===== config.mk =====
export PLATFORM = sky130hd
export DESIGN_NAME = fuel_level_estimator_autocal_core
export DESIGN_NICKNAME = d
export VERILOG_FILES = /design/src/fle_pkg.sv /design/src/fle_serdiv.sv /design/src/fuel_level_estimator_autocal_core.sv
export SDC_FILE = /design/constraint.sdc
export NUM_CORES = 2
export LEC_CHECK = 0
export CAP_MARGIN = 20
export CORE_ASPECT_RATIO = 0.7
export CORE_UTILIZATION = 60
export DETAILED_ROUTE_END_ITERATION = 8
export DONT_BUFFER_PORTS = 1
export PLACE_DENSITY = 0.76
export SLEW_MARGIN = 20
export SYNTH_ARGS = -nofsm -noshare
export SYNTH_HDL_FRONTEND = slang
export SYNTH_HIERARCHICAL = 1
export SYNTH_SLANG_ARGS = --single-unit

===== constraint.sdc =====
create_clock -name i_clk -period 34.3 [get_ports i_clk]
set_clock_uncertainty 0.2 [all_clocks]
set_input_delay 6.86 -clock i_clk [delete_from_list [all_inputs] [get_ports i_clk]]
set_output_delay 6.86 -clock i_clk [all_outputs]
set_load 0.05 [all_outputs]

===== src/fle_pkg.sv =====
package fle_pkg;

    localparam int CfgIdxW = 3;
    localparam int CfgDataW = 18;

    localparam logic [CfgIdxW-1:0] CFG_TANK = 3'd0;
    localparam logic [CfgIdxW-1:0] CFG_RPM = 3'd1;
    localparam logic [CfgIdxW-1:0] CFG_KMIN = 3'd2;
    localparam logic [CfgIdxW-1:0] CFG_KMAX = 3'd3;
    localparam logic [CfgIdxW-1:0] CFG_LRATE = 3'd4;
    localparam logic [CfgIdxW-1:0] CFG_DEAD = 3'd5;

    localparam logic [15:0] TANK_RST = 16'd50000;
    localparam logic [13:0] RPM_RST = 14'd100;
    localparam logic [17:0] KMIN_RST = 18'd45875;
    localparam logic [17:0] KMAX_RST = 18'd85197;
    localparam logic [15:0] LRATE_RST = 16'd13107;
    localparam logic [15:0] DEAD_RST = 16'd1966;
    localparam logic [17:0] K_ONE = 18'd65536;

    // width of the shared serial divider
    localparam int DivNW = 56;
    localparam int DivDW = 38;
    localparam int DivCW = 6;

    localparam int InW = 72;
    localparam int OutW = 64;

    typedef enum logic [3:0] {
        ST_IDLE,
        ST_TICK_DIV,
        ST_TICK_APPLY,
        ST_ODO_DIV,
        ST_ODO_APPLY,
        ST_KRAW_DIV,
        ST_DEAD_MUL,
        ST_DELTA_MUL,
        ST_K_APPLY,
        ST_OUT
    } t_state;

    typedef struct packed {
        logic start;
        logic [DivNW-1:0] num;
        logic [DivDW-1:0] den;
    } t_div_req;

    typedef struct packed {
        logic busy;
        logic done;
        logic [DivNW-1:0] quo;
    } t_div_rsp;

endpackage


===== src/fle_serdiv.sv =====
// Restoring divider, one quotient bit per cycle.
module fle_serdiv (
    input  logic                i_clk,
    input  logic                i_rst_n,
    input  fle_pkg::t_div_req   i_req,
    output fle_pkg::t_div_rsp   o_rsp
);
    logic [fle_pkg::DivNW-1:0] r_quo, n_quo;
    logic [fle_pkg::DivDW:0]   r_rem, n_rem;
    logic [fle_pkg::DivDW-1:0] r_den, n_den;
    logic [fle_pkg::DivCW-1:0] r_cnt, n_cnt;
    logic r_busy, n_busy, r_done, n_done;
    logic [fle_pkg::DivDW:0] w_sh;

    always_comb begin
        n_quo = r_quo;
        n_rem = r_rem;
        n_den = r_den;
        n_cnt = r_cnt;
        n_busy = r_busy;
        n_done = 1'b0;
        w_sh = '0;
        if (i_req.start) begin
            n_quo = i_req.num;
            n_den = i_req.den;
            n_rem = '0;
            n_cnt = fle_pkg::DivCW'(fle_pkg::DivNW - 1);
            n_busy = 1'b1;
        end else if (r_busy) begin
            w_sh = {r_rem[fle_pkg::DivDW-1:0], r_quo[fle_pkg::DivNW-1]};
            n_quo = {r_quo[fle_pkg::DivNW-2:0], 1'b0};
            if (w_sh >= {1'b0, r_den}) begin
                n_rem = w_sh - {1'b0, r_den};
                n_quo[0] = 1'b1;
            end else begin
                n_rem = w_sh;
            end
            if (r_cnt == '0) begin
                n_busy = 1'b0;
                n_done = 1'b1;
            end else begin
                n_cnt = r_cnt - 1'b1;
            end
        end
    end

    always_ff @(posedge i_clk) begin
        if (!i_rst_n) begin
            r_busy <= 1'b0;
            r_done <= 1'b0;
        end else begin
            r_busy <= n_busy;
            r_done <= n_done;
        end
        r_quo <= n_quo;
        r_rem <= n_rem;
        r_den <= n_den;
        r_cnt <= n_cnt;
    end

    assign o_rsp.busy = r_busy;
    assign o_rsp.done = r_done;
    assign o_rsp.quo = r_quo;
endmodule


===== src/fuel_level_estimator_autocal_core.sv =====
// Channel   | Dir | Payload (low bit first)
// s_axis    | in  | tuser kind; tdata rpm14 rate18 refuel17 full1 miles20
// m_axis    | out | tdata fuel16 k18 needcal1 km21 refset1
// cfg       | in  | i_cfg_we / i_cfg_idx / i_cfg_data, one register per write
// Steps: a tick above threshold runs one 56-step serial divide, then applies it; a
// tick below threshold or a partial refuel goes straight to output; a full refuel
// divides, and to learn the factor divides again, then the dead-zone check and update.
// Reset: synchronous, active low; config and state registers return to their defaults.
// Stalls: result waits in the output register; next item accepted once taken.
module fuel_level_estimator_autocal_core (
    input  logic        i_clk,
    input  logic        i_rst_n,
    input  logic        s_axis_tvalid,
    output logic        s_axis_tready,
    input  logic [71:0] s_axis_tdata,  // rpm, rate, refuel_ml, full_tank, miles
    input  logic        s_axis_tuser,  // kind
    output logic        m_axis_tvalid,
    input  logic        m_axis_tready,
    output logic [63:0] m_axis_tdata,  // fuel, factor, needs_cal, km, ref_set, pad
    input  logic        i_cfg_we,
    input  logic [2:0]  i_cfg_idx,
    input  logic [17:0] i_cfg_data
);
    // configuration
    logic [15:0] r_tank, r_lrate, r_dead;
    logic [13:0] r_rpm_th;
    logic [17:0] r_kmin, r_kmax;

    always_ff @(posedge i_clk) begin
        if (!i_rst_n) begin
            r_tank <= fle_pkg::TANK_RST;
            r_rpm_th <= fle_pkg::RPM_RST;
            r_kmin <= fle_pkg::KMIN_RST;
            r_kmax <= fle_pkg::KMAX_RST;
            r_lrate <= fle_pkg::LRATE_RST;
            r_dead <= fle_pkg::DEAD_RST;
        end else if (i_cfg_we) begin
            case (i_cfg_idx)
                fle_pkg::CFG_TANK:  r_tank <= i_cfg_data[15:0];
                fle_pkg::CFG_RPM:   r_rpm_th <= i_cfg_data[13:0];
                fle_pkg::CFG_KMIN:  r_kmin <= i_cfg_data;
                fle_pkg::CFG_KMAX:  r_kmax <= i_cfg_data;
                fle_pkg::CFG_LRATE: r_lrate <= i_cfg_data[15:0];
                fle_pkg::CFG_DEAD:  r_dead <= i_cfg_data[15:0];
                default: ;
            endcase
        end
    end

    // input fields
    logic [13:0] w_rpm;
    logic [17:0] w_rate;
    logic [16:0] w_ml;
    logic        w_full;
    logic [19:0] w_miles;
    assign w_rpm = s_axis_tdata[13:0];
    assign w_rate = s_axis_tdata[31:14];
    assign w_ml = s_axis_tdata[48:32];
    assign w_full = s_axis_tdata[49];
    assign w_miles = s_axis_tdata[69:50];

    // state
    fle_pkg::t_state r_st, n_st;
    logic [15:0] r_level, n_level;
    logic [17:0] r_k, n_k;
    logic [39:0] r_use, n_use;
    logic [19:0] r_refd, n_refd;
    logic r_ref, n_ref, r_ncal, n_ncal;
    logic [20:0] r_km, n_km;
    // item latches and scratch
    logic [17:0] r_rate, n_rate;
    logic [20:0] r_real, n_real;
    logic [39:0] r_tmp, n_tmp;
    logic        r_up, n_up;
    logic [63:0] r_out, n_out;
    logic        r_ov, n_ov;

    fle_pkg::t_div_req w_req;
    fle_pkg::t_div_rsp w_rsp;
    fle_serdiv u_div (.i_clk(i_clk), .i_rst_n(i_rst_n), .i_req(w_req), .o_rsp(w_rsp));

    logic [40:0] w_usesum;
    logic [20:0] w_refsum, w_realsum;
    logic [17:0] w_lvlsum;
    logic [35:0] w_prod;
    logic [17:0] w_kraw;
    logic [51:0] w_dprod;
    logic [35:0] w_delta;
    logic [36:0] w_ksum;

    always_comb begin
        n_st = r_st;
        n_level = r_level; n_k = r_k; n_use = r_use; n_refd = r_refd;
        n_ref = r_ref; n_ncal = r_ncal; n_km = r_km;
        n_rate = r_rate; n_real = r_real; n_tmp = r_tmp; n_up = r_up;
        n_out = r_out; n_ov = r_ov;
        w_req = '0;
        w_usesum = '0; w_refsum = '0; w_realsum = '0; w_lvlsum = '0;
        w_prod = '0; w_kraw = '0; w_dprod = '0; w_delta = '0; w_ksum = '0;
        s_axis_tready = (r_st == fle_pkg::ST_IDLE) && !r_ov;
        if (r_ov && m_axis_tready) n_ov = 1'b0;
        case (r_st)
            fle_pkg::ST_IDLE: begin
                if (s_axis_tvalid && s_axis_tready) begin
                    if (!s_axis_tuser) begin
                        if (w_rpm > r_rpm_th) begin
                            n_rate = w_rate;
                            // rate*K fits 36 bits; K by multiply before divide
                            w_prod = w_rate * r_k;
                            w_req.start = 1'b1;
                            w_req.num = 56'(w_prod);
                            w_req.den = 38'(32'd235929600);
                            n_st = fle_pkg::ST_TICK_DIV;
                        end else begin
                            n_st = fle_pkg::ST_OUT;
                        end
                    end else if (!w_full) begin
                        w_lvlsum = {2'b0, r_level} + {1'b0, w_ml};
                        if (w_lvlsum > {2'b0, r_tank}) begin
                            n_level = r_tank;
                            n_ncal = 1'b1;
                        end else begin
                            n_level = w_lvlsum[15:0];
                        end
                        w_refsum = {1'b0, r_refd} + w_ml;
                        n_refd = w_refsum[20] ? '1 : w_refsum[19:0];
                        n_st = fle_pkg::ST_OUT;
                    end else begin
                        w_realsum = {1'b0, r_refd} + {4'd0, w_ml};
                        n_real = w_realsum;
                        n_up = r_ref && (w_realsum != '0) && (r_use != '0);
                        w_req.start = 1'b1;
                        w_req.num = 56'(w_miles * 18'd160934);
                        w_req.den = 38'd100000;
                        n_st = fle_pkg::ST_ODO_DIV;
                    end
                end
            end
            fle_pkg::ST_TICK_DIV: begin
                if (w_rsp.done) n_st = fle_pkg::ST_TICK_APPLY;
            end
            fle_pkg::ST_TICK_APPLY: begin
                if (w_rsp.quo[55:16] == '0 && r_level >= w_rsp.quo[15:0]) begin
                    n_level = r_level - w_rsp.quo[15:0];
                end else begin
                    n_level = '0;
                    n_ncal = 1'b1;
                end
                w_usesum = {1'b0, r_use} + r_rate;
                n_use = w_usesum[40] ? '1 : w_usesum[39:0];
                n_st = fle_pkg::ST_OUT;
            end
            fle_pkg::ST_ODO_DIV: begin
                if (w_rsp.done) n_st = fle_pkg::ST_ODO_APPLY;
            end
            fle_pkg::ST_ODO_APPLY: begin
                n_km = w_rsp.quo[20:0];
                if (r_up) begin
                    w_req.start = 1'b1;
                    w_req.num = {r_use, 16'd0};
                    w_req.den = 38'(r_real * 12'd3600);
                    n_st = fle_pkg::ST_KRAW_DIV;
                end else begin
                    n_st = fle_pkg::ST_K_APPLY;
                    n_tmp = '0;
                    n_rate = '0;
                end
            end
            fle_pkg::ST_KRAW_DIV: begin
                if (w_rsp.done) begin
                    // large ratios saturate; clamp then decides anyway
                    n_tmp = (w_rsp.quo[55:35] != '0) ? 40'h8_0000_0000
                                                     : {5'd0, w_rsp.quo[34:0]};
                    n_st = fle_pkg::ST_DEAD_MUL;
                end
            end
            fle_pkg::ST_DEAD_MUL: begin
                // r_tmp: kraw; build |kraw-k| and direction
                if (r_tmp >= {22'd0, r_k}) begin
                    n_tmp = r_tmp - {22'd0, r_k};
                    n_up = 1'b1;
                end else begin
                    n_tmp = {22'd0, r_k} - r_tmp;
                    n_up = 1'b0;
                end
                n_st = fle_pkg::ST_DELTA_MUL;
            end
            fle_pkg::ST_DELTA_MUL: begin
                // dead zone: diff*65536 < dead*K  <=>  diff < ceil(dead*K/65536)
                w_prod = r_dead * r_k;
                if ({r_tmp, 16'd0} < {20'd0, w_prod}) begin
                    n_st = fle_pkg::ST_OUT;
                    n_tmp = '0;
                end else begin
                    n_st = fle_pkg::ST_K_APPLY;
                    n_rate = 18'h1; // marks learning pending
                end
            end
            fle_pkg::ST_K_APPLY: begin
                if (r_rate == 18'h1) begin
                    // diff stays below 2^36, so the full delta is kept
                    w_dprod = r_tmp[35:0] * r_lrate;
                    w_delta = w_dprod[51:16];
                    if (r_up) begin
                        w_ksum = {19'd0, r_k} + {1'b0, w_delta};
                        w_kraw = (w_ksum[36:18] != '0) ? 18'h3FFFF : w_ksum[17:0];
                    end else begin
                        w_kraw = (w_delta > {18'd0, r_k}) ? 18'd0
                                                          : r_k - w_delta[17:0];
                    end
                    if (w_kraw < r_kmin) w_kraw = r_kmin;
                    if (w_kraw > r_kmax) w_kraw = r_kmax;
                    n_k = w_kraw;
                end
                n_use = '0;
                n_refd = '0;
                n_level = r_tank;
                n_ref = 1'b1;
                n_ncal = 1'b0;
                n_rate = '0;
                n_st = fle_pkg::ST_OUT;
            end
            fle_pkg::ST_OUT: begin
                if (!r_ov || m_axis_tready) begin
                    n_out = {7'd0, r_ref, r_km, r_ncal, r_k, r_level};
                    n_ov = 1'b1;
                    n_st = fle_pkg::ST_IDLE;
                end
            end
            default: n_st = fle_pkg::ST_IDLE;
        endcase
        // dead zone skip path still must finish the full-fill bookkeeping
        if (r_st == fle_pkg::ST_DELTA_MUL && n_st == fle_pkg::ST_OUT) begin
            n_use = '0; n_refd = '0; n_level = r_tank;
            n_ref = 1'b1; n_ncal = 1'b0;
        end
    end

    always_ff @(posedge i_clk) begin
        if (!i_rst_n) begin
            r_st <= fle_pkg::ST_IDLE;
            r_level <= '0;
            r_k <= fle_pkg::K_ONE;
            r_use <= '0;
            r_refd <= '0;
            r_ref <= 1'b0;
            r_ncal <= 1'b0;
            r_km <= '0;
            r_ov <= 1'b0;
            r_rate <= '0;
        end else begin
            r_st <= n_st;
            r_level <= n_level;
            r_k <= n_k;
            r_use <= n_use;
            r_refd <= n_refd;
            r_ref <= n_ref;
            r_ncal <= n_ncal;
            r_km <= n_km;
            r_ov <= n_ov;
            r_rate <= n_rate;
        end
        r_real <= n_real;
        r_tmp <= n_tmp;
        r_up <= n_up;
        r_out <= n_out;
    end

    assign m_axis_tvalid = r_ov;
    assign m_axis_tdata = r_out;
endmodule


==> metrics list <==
* Clock buffer count from CTS: 57
- Post-synth design cell area: 0.0783 sq mm
* Overall routed net length: roughly 230000 microns
* Power per cell area: 86.9 mW/mm^2
* Via count of the routed design: about 64000
* Remaining max-slew budget at the tightest pin: 0.203
- Dividing the detail-routed via count by the number of cells gives 6.06.
- Setup violations remaining at the end of the flow were counted as 0.
- At the worst endpoint, the arrival time is 20330 ps.
- Final worst path period need: 19980 ps
- Post-CTS timing repair inserted 0 buffers for setup.
- Counting the fill cells in the layout gives 10900.
* Upper clock frequency limit: 0.0501 GHz
* Run status: completed
- In the final routed layout, each cell accounts on average for 21.8 microns.
- Total congestion overflow: 0
* Maximum buffer depth of the clock tree: 3
* Final Max Tran Viols: 0
- CP max stage delay: 990 ps
* Area overhead of the layout relative to synthesis: 4.41%
* Post-place setup slack: between 15000 and 20000 ps
- Number of buffers inserted for hold repair after clock tree synthesis: 0
- Horizontal die dimension: around 430 microns
- Clock sink count: just under 500
- Via count of the first global-routing pass: roughly 64000
* First-pass iteration count of the detailed router: 8
- Total of max-cap violations: 0
* Critical Path Start Type: flop
- Area inside the core boundary: about 0.13 sq mm
- A synthesized cell averages ~8.6 sq um.
* Layout cell share with drive strength beyond 1: 0.0410
- Setup total negative slack on the finished layout was measured at 0 ps.
- CTS-repair resized insts: 0
- Peak fanout along the critical path: 37
* Routability congestion estimate from global placement: 0.991
- The multi-input combinational cells in the finished layout cover a total of 0.0586 sq mm.
- Boundary Pins: between 150 and 200
* Path type of the worst setup path: flop to flop
- Critical path endpoint category: flop
* Class of the tightest hold or removal check: flop to flop
* # nets final: between 10000 and 15000
- Count of buffers from port buffering: 0
- DRC violations left: 0
* Number of DRC markers in iteration 0: 6824
* Starting density of the core: 0.607
* TritonCTS clock tree: done
* Die area: 0.132 sq mm
- Measured on the finished design, the core utilization comes to 0.634.
- Transition time of the tightest slew-check pin: 1180 ps
* Clock slew at reported path FFs: 60 ps
- The floorplan has 110 rows.
- During synthesis, Yosys emitted a total of 6 warnings.
- The number of failing hold endpoints at the final stage came to 0.
- At the later pin of the worst-skew pair, clock insertion delay measures 680 ps.
- Final worst-path cycle share: 0.582
* Hold slack: 233 ps
- VDD IR max: 0.213 mV
- Final worst-path setup slack: 14320 ps
- First-pass GRT wire length: 362000 microns
- Entering global routing, the biggest net connects 93 pins.
- Clock root buffer: clkbuf_16
* Sequential cell area in the final layout: between 0.01 and 0.015 sq mm
* Syn Inst Count: 9104
- For the worst setup path, the data required time is 34650 ps.
- Number of antenna violations at the first check in global routing: 15
* Detail Route Antenna Nets: 0
- Slowest-stage cell, CP: dfxtp_2
- Detailed placement finished with a half-perimeter wire length of 178000 microns.
* Global routing usage summed across all routing layers: 0.352
* Leakage: 38.9 nW
- Height of the die: a little over 300 microns
- Setup repair after global routing missed its margin: no
- In this run the number of H-tree levels came out at 2.
==> metal layers <==
metal | up-vias | track usage | part of all wire
met4 | 14 | 0.104 | 0.033
li1 | 28800 | - | -
met5 | - | 0 | 0.00039
met2 | 3377 | 0.511 | 0.42
met1 | 31600 | 0.517 | 0.43
met3 | 470 | 0.0849 | 0.12
==> metrics by stage <==
stage	power [W]	std cells	cell area [sq um]
after detailed placement	0.00621	10500	79600
after global routing	0.00768	10600	81800
final	0.00711	10600	81800
after CTS	0.00695	10600	81800
after floorplan	0.00476	9119	78400
after global placement	0.00613	10500	79600
==> power breakdown <==
group | internal (W) | switching (W) | leakage, nW
Clock | 0.000419 | 0.000283 | 1.02
Combinational | 0.00206 | 0.00358 | 33.6
Sequential | 0.000688 | 0.0000816 | 4.28
==> worst paths after layout <==
check                           to  depth (start not counted)        start  slack [ps]
setup / recovery           r_k[16]                         59  r_lrate[12]       14320
hold / removal    m_axis_tdata[42]                          0      r_km[7]         230
setup reg to reg           r_k[16]                         59  r_lrate[12]       14320
hold reg to reg   m_axis_tdata[42]                          0      r_km[7]         230
==> flip-flops by register name, summed over array words and instances, names as in the netlist, 18 cells and up <==
name          count
r_refd           20
m_axis_tdata     57
r_km             21
u_div/r_quo      56
r_kmin           18
r_kmax           18
u_div/r_rem      38
u_div/r_den      38
r_k              18
r_use            40
r_rate           18
r_tmp            40
r_real           21
==> area by class of cell <==
class                           count  share of cell area
Timing Repair Buffer              100             0.00918
Multi-Input combinational cell   6554               0.716
Clock inverter                     46             0.00826
Sequential cell                   497               0.148
Antenna cell                        8            0.000245
Tap cell                         1736              0.0266
Inverter                         1600              0.0734
Clock buffer                       62              0.0179
==> layout by cell type (no fill, tap or decap), types with 46 or more instances in the layout <==
master,count
nor4_1,50
xor2_1,114
a21oi_1,479
buf_4,100
mux2i_1,47
nand3_1,146
nor2b_1,47
and2_1,417
nand4_1,79
nor2_1,276
edfxtp_1,213
nand2_1,1390
a311oi_1,46
o21ai_0,282
fa_1,1106
dfxtp_1,259
inv_1,1598
ha_1,851
a21o_1,130
nand2b_1,56
xnor2_1,160
and3_1,55
o211ai_1,83
nor3_1,108
o21bai_1,53
mux2_2,61
clkbuf_16,57
==> worst max-delay path, delay by kind of cell (launching register included) <==
| family | cells | cell delay [ps] |
|---|---|---|
| buffers and inverters | 5 | 670 |
| DFF | 1 | 990 |
| muxes | 1 | 360 |
| and+or+nand+nor | 19 | 5440 |
| adders and majority gates | 10 | 4810 |
| xor gates and xnor gates | 1 | 750 |
| AOI/OAI and AO/OA | 23 | 6580 |
Power figures use the tool's default switching activity.
